**src/rtl/core/gsa_pkg.sv**
```systemverilog
`default_nettype none
// ----------------------------------------------------------------------------
// Gear shift actuator package
// Shared types, codes and reset values for the gear actuator controller.
// ----------------------------------------------------------------------------
package gsa_pkg;

  // Timer width default and the fixed configuration register width
  localparam int unsigned TimerWidthDef = 16;
  localparam int unsigned CfgDataW      = 16;
  localparam int unsigned CfgIdxW       = 1;

  // Configuration register indexes
  localparam logic [CfgIdxW-1:0] CFG_SETTLE  = 1'd0;
  localparam logic [CfgIdxW-1:0] CFG_TIMEOUT = 1'd1;

  localparam logic [CfgDataW-1:0] SettleRst  = 16'd100;
  localparam logic [CfgDataW-1:0] TimeoutRst = 16'd1000;

  // Event codes carried on the input tuser
  localparam logic [1:0] FUNC_SHIFT = 2'd0;
  localparam logic [1:0] FUNC_TICK  = 2'd1;
  localparam logic [1:0] FUNC_CLEAR = 2'd2;

  // Gear positions
  localparam logic [1:0] GEAR_P = 2'd0;
  localparam logic [1:0] GEAR_R = 2'd1;
  localparam logic [1:0] GEAR_N = 2'd2;
  localparam logic [1:0] GEAR_D = 2'd3;

  localparam int unsigned InDataW  = 8;
  localparam int unsigned OutDataW = 8;

  typedef enum logic [1:0] {
    MODE_IDLE     = 2'd0,
    MODE_SHIFTING = 2'd1,
    MODE_FAULT    = 2'd2
  } mode_e;

  typedef struct packed {
    logic [1:0] func;
    logic [1:0] requested_gear;
  } item_t;

  typedef struct packed {
    logic       fault_code;
    logic       is_shifting;
    logic [1:0] gear_now;
    logic       drive_bit1;
    logic       drive_bit0;
    logic       request_status;
  } result_t;

endpackage
`default_nettype wire

```
**src/rtl/core/gsa_in_stage.sv**
```systemverilog
`default_nettype none
// ----------------------------------------------------------------------------
// Gear shift actuator input stage
// Registers one incoming word and holds it until the control stage takes it.
// ----------------------------------------------------------------------------
module gsa_in_stage (
  input  wire logic           clk_i,
  input  wire logic           rst_ni,
  input  wire logic           in_valid_i,
  output logic                in_ready_o,
  input  wire gsa_pkg::item_t in_item_i,
  output logic                item_valid_o,
  input  wire logic           item_take_i,
  output gsa_pkg::item_t      item_o
);
  import gsa_pkg::*;

  logic  valid_q, valid_d;
  item_t item_q;

  assign in_ready_o = !valid_q || item_take_i;

  always_comb begin
    valid_d = valid_q;
    if (in_ready_o) begin
      valid_d = in_valid_i;
    end
  end

  always_ff @(posedge clk_i or negedge rst_ni) begin
    if (!rst_ni) begin
      valid_q <= 1'b0;
    end else begin
      valid_q <= valid_d;
    end
  end

  // Payload loads on every accepted word
  always_ff @(posedge clk_i) begin
    if (in_ready_o && in_valid_i) begin
      item_q <= in_item_i;
    end
  end

  assign item_valid_o = valid_q;
  assign item_o       = item_q;

endmodule
`default_nettype wire

```
**src/rtl/core/gsa_ctrl.sv**
```systemverilog
`default_nettype none
// ----------------------------------------------------------------------------
// Gear shift actuator control
// Mode state machine, shift timer and configuration registers.
// ----------------------------------------------------------------------------
module gsa_ctrl #(
  parameter int unsigned TIMER_WIDTH = gsa_pkg::TimerWidthDef
) (
  input  wire logic                          clk_i,
  input  wire logic                          rst_ni,
  input  wire logic                          cfg_we_i,
  input  wire logic [gsa_pkg::CfgIdxW-1:0]   cfg_idx_i,
  input  wire logic [gsa_pkg::CfgDataW-1:0]  cfg_wdata_i,
  input  wire logic                          step_i,
  input  wire gsa_pkg::item_t                item_i,
  output gsa_pkg::result_t                   result_o
);
  import gsa_pkg::*;

  localparam int unsigned CmpW = (TIMER_WIDTH > CfgDataW) ? TIMER_WIDTH : CfgDataW;
  localparam logic [TIMER_WIDTH-1:0] TimerMax = {TIMER_WIDTH{1'b1}};

  logic [CfgDataW-1:0]    settle_q, timeout_q;
  mode_e                  mode_q, mode_d;
  logic [1:0]             confirmed_q, confirmed_d;
  logic [1:0]             target_q, target_d;
  logic [TIMER_WIDTH-1:0] timer_q, timer_d, timer_inc;
  logic [1:0]             drive_q, drive_d;
  logic                   fault_q, fault_d;
  logic                   refused;
  logic [CmpW-1:0]        timer_cmp, settle_cmp, timeout_cmp;

  always_ff @(posedge clk_i or negedge rst_ni) begin
    if (!rst_ni) begin
      settle_q  <= SettleRst;
      timeout_q <= TimeoutRst;
    end else if (cfg_we_i) begin
      case (cfg_idx_i)
        CFG_SETTLE:  settle_q  <= cfg_wdata_i;
        CFG_TIMEOUT: timeout_q <= cfg_wdata_i;
        default: ;
      endcase
    end
  end

  // Saturating increment, compared after the bump
  assign timer_inc   = (timer_q == TimerMax) ? timer_q : timer_q + 1'b1;
  assign timer_cmp   = CmpW'(timer_inc);
  assign settle_cmp  = CmpW'(settle_q);
  assign timeout_cmp = CmpW'(timeout_q);

  // Next state
  always_comb begin
    mode_d      = mode_q;
    confirmed_d = confirmed_q;
    target_d    = target_q;
    timer_d     = timer_q;
    drive_d     = drive_q;
    fault_d     = fault_q;
    refused     = 1'b0;
    case (item_i.func)
      FUNC_SHIFT: begin
        if (mode_q == MODE_SHIFTING || mode_q == MODE_FAULT) begin
          refused = 1'b1;
        end else if (item_i.requested_gear != confirmed_q) begin
          target_d = item_i.requested_gear;
          mode_d   = MODE_SHIFTING;
          timer_d  = '0;
          drive_d  = item_i.requested_gear;
        end
      end
      FUNC_TICK: begin
        if (mode_q == MODE_SHIFTING) begin
          timer_d = timer_inc;
          if (timer_cmp > timeout_cmp) begin
            mode_d  = MODE_FAULT;
            fault_d = 1'b1;
          end else if (timer_cmp > settle_cmp) begin
            confirmed_d = target_q;
            mode_d      = MODE_IDLE;
          end
        end
      end
      FUNC_CLEAR: begin
        // force park, timer left as it is
        mode_d      = MODE_IDLE;
        confirmed_d = GEAR_P;
        target_d    = GEAR_P;
        drive_d     = GEAR_P;
        fault_d     = 1'b0;
      end
      default: ;
    endcase
  end

  // Result shows the state after the event
  always_comb begin
    result_o.request_status = refused;
    result_o.drive_bit0     = drive_d[0];
    result_o.drive_bit1     = drive_d[1];
    result_o.gear_now       = confirmed_d;
    result_o.is_shifting    = (mode_d == MODE_SHIFTING);
    result_o.fault_code     = fault_d;
  end

  always_ff @(posedge clk_i or negedge rst_ni) begin
    if (!rst_ni) begin
      mode_q      <= MODE_IDLE;
      confirmed_q <= GEAR_P;
      target_q    <= GEAR_P;
      timer_q     <= '0;
      drive_q     <= GEAR_P;
      fault_q     <= 1'b0;
    end else if (step_i) begin
      mode_q      <= mode_d;
      confirmed_q <= confirmed_d;
      target_q    <= target_d;
      timer_q     <= timer_d;
      drive_q     <= drive_d;
      fault_q     <= fault_d;
    end
  end

endmodule
`default_nettype wire

```
**src/rtl/core/gsa_out_stage.sv**
```systemverilog
`default_nettype none
// ----------------------------------------------------------------------------
// Gear shift actuator output stage
// Result register that holds a word until the downstream side takes it.
// ----------------------------------------------------------------------------
module gsa_out_stage (
  input  wire logic                             clk_i,
  input  wire logic                             rst_ni,
  input  wire logic                             res_valid_i,
  output logic                                  res_ready_o,
  input  wire gsa_pkg::result_t                 res_i,
  output logic                                  out_valid_o,
  input  wire logic                             out_ready_i,
  output logic [gsa_pkg::OutDataW-1:0]          out_data_o
);
  import gsa_pkg::*;

  logic    valid_q, valid_d;
  result_t res_q;

  assign res_ready_o = !valid_q || out_ready_i;

  always_comb begin
    valid_d = valid_q;
    if (res_ready_o) begin
      valid_d = res_valid_i;
    end
  end

  always_ff @(posedge clk_i or negedge rst_ni) begin
    if (!rst_ni) begin
      valid_q <= 1'b0;
    end else begin
      valid_q <= valid_d;
    end
  end

  always_ff @(posedge clk_i) begin
    if (res_ready_o && res_valid_i) begin
      res_q <= res_i;
    end
  end

  assign out_valid_o = valid_q;
  assign out_data_o  = OutDataW'(res_q);

endmodule
`default_nettype wire

```
**src/rtl/core/gear_shift_actuator_fsm.sv**
```systemverilog
`default_nettype none
// ----------------------------------------------------------------------------
// Gear shift actuator controller
// Four-position (P R N D) actuator control with idle, shifting and fault modes.
// ----------------------------------------------------------------------------
//  Channel   Dir  Contents
//  s_axis    in   tuser: func; tdata: requested_gear
//  m_axis    out  tdata: status, drive lines, gear, shifting, fault
//  cfg       in   write enable, index, 16-bit data (settle, timeout)
//
//  One word per cycle sustained while m_axis accepts; from input acceptance the
//  word passes through the input register and then the result register.
//  Reset clears mode, gears, timer, drive and fault; settle is 100, timeout 1000.
//  A stalled m_axis holds its word and backs up into the input register.
// ----------------------------------------------------------------------------
module gear_shift_actuator_fsm #(
  parameter int unsigned TIMER_WIDTH = gsa_pkg::TimerWidthDef
) (
  input  wire logic                          clk_i,
  input  wire logic                          rst_ni,
  input  wire logic                          s_axis_tvalid,
  output logic                               s_axis_tready,
  // [1:0] requested_gear, [7:2] zero
  input  wire logic [gsa_pkg::InDataW-1:0]   s_axis_tdata,
  // [1:0] func
  input  wire logic [1:0]                    s_axis_tuser,
  output logic                               m_axis_tvalid,
  input  wire logic                          m_axis_tready,
  // [0] request_status, [1] drive_bit0, [2] drive_bit1, [4:3] gear_now,
  // [5] is_shifting, [6] fault_code, [7] zero
  output logic [gsa_pkg::OutDataW-1:0]       m_axis_tdata,
  input  wire logic                          cfg_we_i,
  input  wire logic [gsa_pkg::CfgIdxW-1:0]   cfg_idx_i,
  input  wire logic [gsa_pkg::CfgDataW-1:0]  cfg_wdata_i
);
  import gsa_pkg::*;

  item_t   in_item, item;
  result_t res;
  logic    item_valid, res_ready, step;

  assign in_item.func           = s_axis_tuser;
  assign in_item.requested_gear = s_axis_tdata[1:0];

  gsa_in_stage u_in_stage (
    .clk_i        (clk_i),
    .rst_ni       (rst_ni),
    .in_valid_i   (s_axis_tvalid),
    .in_ready_o   (s_axis_tready),
    .in_item_i    (in_item),
    .item_valid_o (item_valid),
    .item_take_i  (res_ready),
    .item_o       (item)
  );

  // advance the state only when the word moves into the result register
  assign step = item_valid && res_ready;

  gsa_ctrl #(
    .TIMER_WIDTH (TIMER_WIDTH)
  ) u_ctrl (
    .clk_i       (clk_i),
    .rst_ni      (rst_ni),
    .cfg_we_i    (cfg_we_i),
    .cfg_idx_i   (cfg_idx_i),
    .cfg_wdata_i (cfg_wdata_i),
    .step_i      (step),
    .item_i      (item),
    .result_o    (res)
  );

  gsa_out_stage u_out_stage (
    .clk_i       (clk_i),
    .rst_ni      (rst_ni),
    .res_valid_i (item_valid),
    .res_ready_o (res_ready),
    .res_i       (res),
    .out_valid_o (m_axis_tvalid),
    .out_ready_i (m_axis_tready),
    .out_data_o  (m_axis_tdata)
  );

endmodule
`default_nettype wire

```
**config.mk**
```make
export PLATFORM = sky130hd
export DESIGN_NAME = gear_shift_actuator_fsm
export DESIGN_NICKNAME = d
export VERILOG_FILES = /design/src/rtl/core/gsa_pkg.sv /design/src/rtl/core/gsa_in_stage.sv /design/src/rtl/core/gsa_ctrl.sv /design/src/rtl/core/gsa_out_stage.sv /design/src/rtl/core/gear_shift_actuator_fsm.sv
export SDC_FILE = /design/constraint.sdc
export NUM_CORES = 1
export LEC_CHECK = 0
export BUFFER_PORTS_ARGS = -buffer_cell sky130_fd_sc_hd__buf_4
export CORE_ASPECT_RATIO = 0.7
export CORE_MARGIN = 8
export CORE_UTILIZATION = 59
export CTS_CLUSTER_SIZE = 16
export DETAILED_ROUTE_END_ITERATION = 8
export GPL_ROUTABILITY_DRIVEN = 1
export PLACE_DENSITY = 0.83
export SLEW_MARGIN = 20
export SYNTH_ARGS = -nofsm -noshare
export SYNTH_HDL_FRONTEND = slang
export SYNTH_SLANG_ARGS = --single-unit
```
**constraint.sdc**
```tcl
create_clock -name clk_i -period 5.3 [get_ports clk_i]
set_input_delay 0.53 -clock clk_i [delete_from_list [all_inputs] [get_ports clk_i]]
set_output_delay 0.53 -clock clk_i [all_outputs]
set_load 0.05 [all_outputs]
```
* Yosys cells after proc, flatten, opt, wreduce, memory -nomap -nowiden
Index checks and enable logic that the tools add are counted.
Storage, ports and cells: bits in registers 70, bits of input ports 32, output and inout port bits 10, word-level logic and storage cells 71
Cells by class: add/sub/neg operators 1, $lt $le $gt $ge 2, eq/ne operators 10, mux-type cells 25, bitwise logic cells 1, reductions and logical operators 14
Operator list (number):
- $mux W16 | 4
- $gt A16 B16 Y1 | 2
- $pmux W16 S2 | 1
- $mux W2 | 12
- $add A16 B1 Y16 const B | 1
- $eq A16 B16 Y1 const B | 1
- $pmux W2 S2 | 3
- $eq A2 B1 Y1 const B | 3
- $pmux W2 S3 | 1
- $reduce_and A5 Y1 | 1
- $eq A2 B2 Y1 const B | 2
- $ne A2 B1 Y1 const B | 2
- $reduce_and A2 Y1 | 2
- $reduce_and A4 Y1 | 1
- $reduce_bool A2 Y1 | 2
- $logic_or A1 B1 Y1 | 3
- $mux W1 | 3
- $logic_and A1 B1 Y1 | 2
- $logic_not A1 Y1 | 2
- $logic_not A2 Y1 | 1
- $ne A2 B2 Y1 | 1
- $ne A2 B2 Y1 const B | 1
- $pmux W1 S2 | 1
- $not A1 Y1 | 1

* Depth between registers and ports, before layout
depth in word-level cells 8, mapped depth 16, gate-level depth less buffers 15

* By module
Synthesis repeated with hierarchy kept, for this count alone.
Second synthesis, totals: cells, all modules 420, area, all modules 4150.2 um^2
Modules (own cells, without submodules):
- gsa_ctrl | instances 1, cells each 398, area an instance 3694.8 um^2, sequential area each 1437.6 um^2
- gsa_out_stage | instances 1, cells each 13, area an instance 275.3 um^2, sequential area each 235.2 um^2
- gsa_in_stage | instances 1, cells each 8, area an instance 173.9 um^2, sequential area each 145.1 um^2
- gear_shift_actuator_fsm | instances 1, cells each 1, area an instance 6.3 um^2, sequential area each 0.0 um^2

* Worst setup path before layout
No wires, ideal clock.
path type reg2reg, from register u_ctrl.timer_q[0], to register u_out_stage.res_q, in the netlist u_out_stage.out_data_o[5], data pin, setup time 0.256 ns, data arrival time 3.518 ns, data required time 5.044 ns, path slack 1.526 ns, cell stages (with the launch flop) 16, path buffers 0, clock period less this slack 3.774 ns, path through dfrtp_1 ha_1 nand3_1 nor4_4 nor4_1 nand3_1 nor2_1 xor2_1 ha_1 nand4_1 nor4_1 o21ai_0 nor3_1 o221a_2 a211oi_2 o211a_1
RTL lines:
- from (decl) | RTL line gsa_ctrl.sv:27 | logic [TIMER_WIDTH-1:0] timer_q, timer_d, timer_inc;
- from (signal assigned) | RTL line gsa_ctrl.sv:118 | timer_q <= timer_d;
- to (signal assigned) | RTL line gsa_out_stage.sv:40 | res_q <= res_i;
- to (decl) | RTL line gsa_out_stage.sv:19 | result_t res_q;

==> flow_summary.yaml <==
clocking:
  clk_latency_ns: 0.35
  h-tree-depth: 3
  root_buffer: "clkbuf_8"
  cts_buffer_depth: 2
  path_clk_slew_ns: 0.08
  cts_resized: 0
  post_cts_buffers: 0
  cts_made_buffers: 9
  cts_num_sinks: 70
  cts_tree: "yes"
  cts_hold_buf: 0
yosys:
  synth-simple-area-share_pct: 16.5
  synth_mux_area_share_pct: 5.76
  ys_seq_area_share_pct: 44.0
  ys_async_sr_fraction_pct: 84.3
  synth_cell_types: 50
  synthAdderAreaFrac_pct: 10.9
  syn-cell-area_um2: 4130
  synth_top_family_by_area: "simple AND/OR/NAND/NOR gates"
  synth_edf_count: 11
  synthTopCellsByArea: "dfrtp_1, ha_1, edfxtp_1, dfstp_2, mux2_2"
  syn_avg_cell_area_um2: 9.71
  synth-xor-area-share_pct: 3.61
  ys.warnings.count: 0
  synth_cells: 425
  synth_top_area_share_pct: 30.3
  synth-seq-cells: 70
  synth_top_area_cell: "dfrtp_1"
  syn_nets: 493
  ys.flop_type: "dfrtp_1"
  synth-compound-area-share_pct: 14.2
sta:
  final_hold_viol_count: 0
  fin_tns_setup_ns: 0
  setup_violations: 0
  skew_ns: 0.00764
  min_period_ns: 4.54
  hold_ws_ns: 0.236
  tightest_slew_ns: 1.08
  rsz0062_at_grt: "false"
  fmax_mhz: 220
  maxSlewHeadroom_pct: 27.6
  maxSlewViolCount: 0
  fin_crit_sh_pct: 85.6
final_layout:
  areaGrowthSynthToFinish_pct: 13.6
  post-route-cell-area_um2: 4690
  nets: 526
  drive_above_1_share_pct: 17.7
  final_cell_mix: "nand2_1, dfrtp_1, inv_1"
  final_util_pct: 69.4
  n_antenna_cell: 0
  nFillCells: 535
  final_common_cell: "nand2_1"
critical_path:
  r2r-start: "u_ctrl.timer_q[0]$_DFFE_PN0P_"
  required_ns: 5.40
  crit_type: "flip-flop to flip-flop"
  rr_endpoint: "u_out_stage.out_data_o[5]$_DFFE_PP_"
  cp-end-kind: "flip-flop"
  cp-start-kind: "flip-flop"
  crit_fanout: 10
  arrival_ns: 4.64
  ff2ff_setup_slack_ns: 0.76
  rr_worst_depth: 15
job:
  cap_violations: 0
placed_design:
  io_buffers: 34
  post-dp-hpwl_mm: 6.51
  place.gp.congestion: 0.850
  postPlaceCellArea_um2: 4450
routing:
  routed_wirelength_mm: 8.97
  dr.pass1.iters: 5
  route.detailed.drc: 0
  avgRoutedWirePerCell_um: 16.1
  drtIter0Drc: 252
  vias: 3282
  ant_nets: 0
  via_per_inst: 5.89
die:
  die_area_um2: 9970
  core_area_um2: 6760
  die_h_um: 86.0
  rows: 25
  fp.dieW_um: 116
  start_util_pct: 61.1
  io-pin-count: 42
hold_path:
  min_path_type: "primary input to asynchronous set/reset pin"
grt:
  antenna_found_initial: 0
  grt_max_degree: 60
  grt-ovfl-total: 0
  grtUsageTotal_pct: 19.4
  grt_pass1_vias: 3360
  grt_pass1_wl_mm: 15.6
outcome:
  status: "finished clean"
power:
  power_density_nw_per_um2: 353
  vdd_drop_max_mv: 0.207
  power.leakage_uw: 0.00228
## where the power goes
group | total, uW | internal, uW | switching [uW] | leakage (uW)
clock | 517 | 312 | 206 | 0.000114
combinational | 438 | 174 | 264 | 0.00133
sequential | 701 | 640 | 61.1 | 0.000840
## final cells by class
cell class / count / area, um^2 / share of cell area, %
clock buffers: 10 / 128 / 2.72
multi-input cells: 304 / 2110 / 45.1
flip-flops and latches: 70 / 1820 / 38.8
clock inverters: 6 / 110 / 2.35
well taps: 94 / 118 / 2.51
inverters: 39 / 146 / 3.12
repair buffers: 34 / 255 / 5.44
## per-stage QoR
stage               setup WS [ns]  instances  power (uW)
floorplan                    1.53        425        1010
global placement            0.948        541        1120
detailed placement          0.835        541        1140
CTS                         0.788        557        1660
global route                0.330        557        1750
finish                      0.761        557        1660
## sequential cells by signal (all words and copies together), names as in the netlist
signal	cells
u_ctrl.fault_q	1
u_ctrl.timeout_cmp	16
u_in_stage.item_valid_o	1
u_out_stage.out_data_o	7
u_ctrl.mode_q	2
u_out_stage.out_valid_o	1
u_ctrl.drive_q	2
u_in_stage.item_o	4
u_ctrl.timer_q	16
u_ctrl.settle_cmp	16
u_ctrl.confirmed_q	2
u_ctrl.target_q	2
## worst max-delay path, stage by stage (launching register included)
cell      delay [ns]
dfrtp_1         0.47
ha_1            0.27
nand3_1         0.17
nor4_4          0.11
nor4_1          0.60
nand3_1         0.30
nor2_1          0.28
xor2_1          0.14
ha_1            0.33
nand4_1         0.16
nor4_1          0.46
o21ai_0         0.16
nor3_1          0.17
o221a_2         0.34
a211oi_2        0.07
o211a_1         0.24
## worst max path at each step
stage | end | start | depth (start not counted)
global route | u_out_stage.out_data_o[5]$_DFFE_PP_ | u_ctrl.timer_q[0]$_DFFE_PN0P_ | 15
floorplan | u_out_stage.out_data_o[5]$_DFFE_PP_ | u_ctrl.timer_q[0]$_DFFE_PN0P_ | 15
CTS | u_out_stage.out_data_o[5]$_DFFE_PP_ | u_ctrl.timer_q[0]$_DFFE_PN0P_ | 15
global placement | u_out_stage.out_data_o[5]$_DFFE_PP_ | u_ctrl.timer_q[0]$_DFFE_PN0P_ | 15
finish | u_out_stage.out_data_o[5]$_DFFE_PP_ | u_ctrl.timer_q[0]$_DFFE_PN0P_ | 15
detailed placement | u_out_stage.out_data_o[5]$_DFFE_PP_ | u_ctrl.timer_q[0]$_DFFE_PN0P_ | 15
## synthesized netlist by cell type (2+ instances only)
master	n
a22oi_1	2
o2111ai_1	3
inv_1	39
a22o_1	7
nor2_1	24
xnor2_1	5
nor3_1	5
mux2i_1	2
nand4_1	11
o31ai_1	4
a21oi_1	18
nor4_1	2
o21ai_0	35
mux2_2	18
nand2b_1	5
nand2_1	52
and3_1	7
xor2_1	12
ha_1	36
a211o_1	2
nand3_1	17
dfstp_2	9
or3_1	3
o2bb2ai_1	3
nor2b_1	4
clkbuf_1	10
a21o_1	4
a31oi_1	2
and2_1	3
a41oi_1	2
edfxtp_1	11
dfrtp_1	50
## routing by layer
metal	global-route usage [%]	wire length [um]	vias up	part of all wire, %
li1	-	-	1563	-
met1	25.6	3990	1572	45
met2	30.0	4160	132	46
met3	5.82	698	15	7.8
met4	5.51	114	0	1.3
met5	0	0	-	0
## logic make-up (layout without fill, tap and decap cells)
group | count (synthesis) | count (layout)
flops | 70 | 70
buf+inv | 51 | 89
xor+xnor | 17 | 17
simple gates | 138 | 138
fa+ha+maj | 36 | 36
other cells | 1 | 1
mux | 21 | 21
compound gates | 91 | 91
Note: power is estimated with default switching activity, not from simulation.
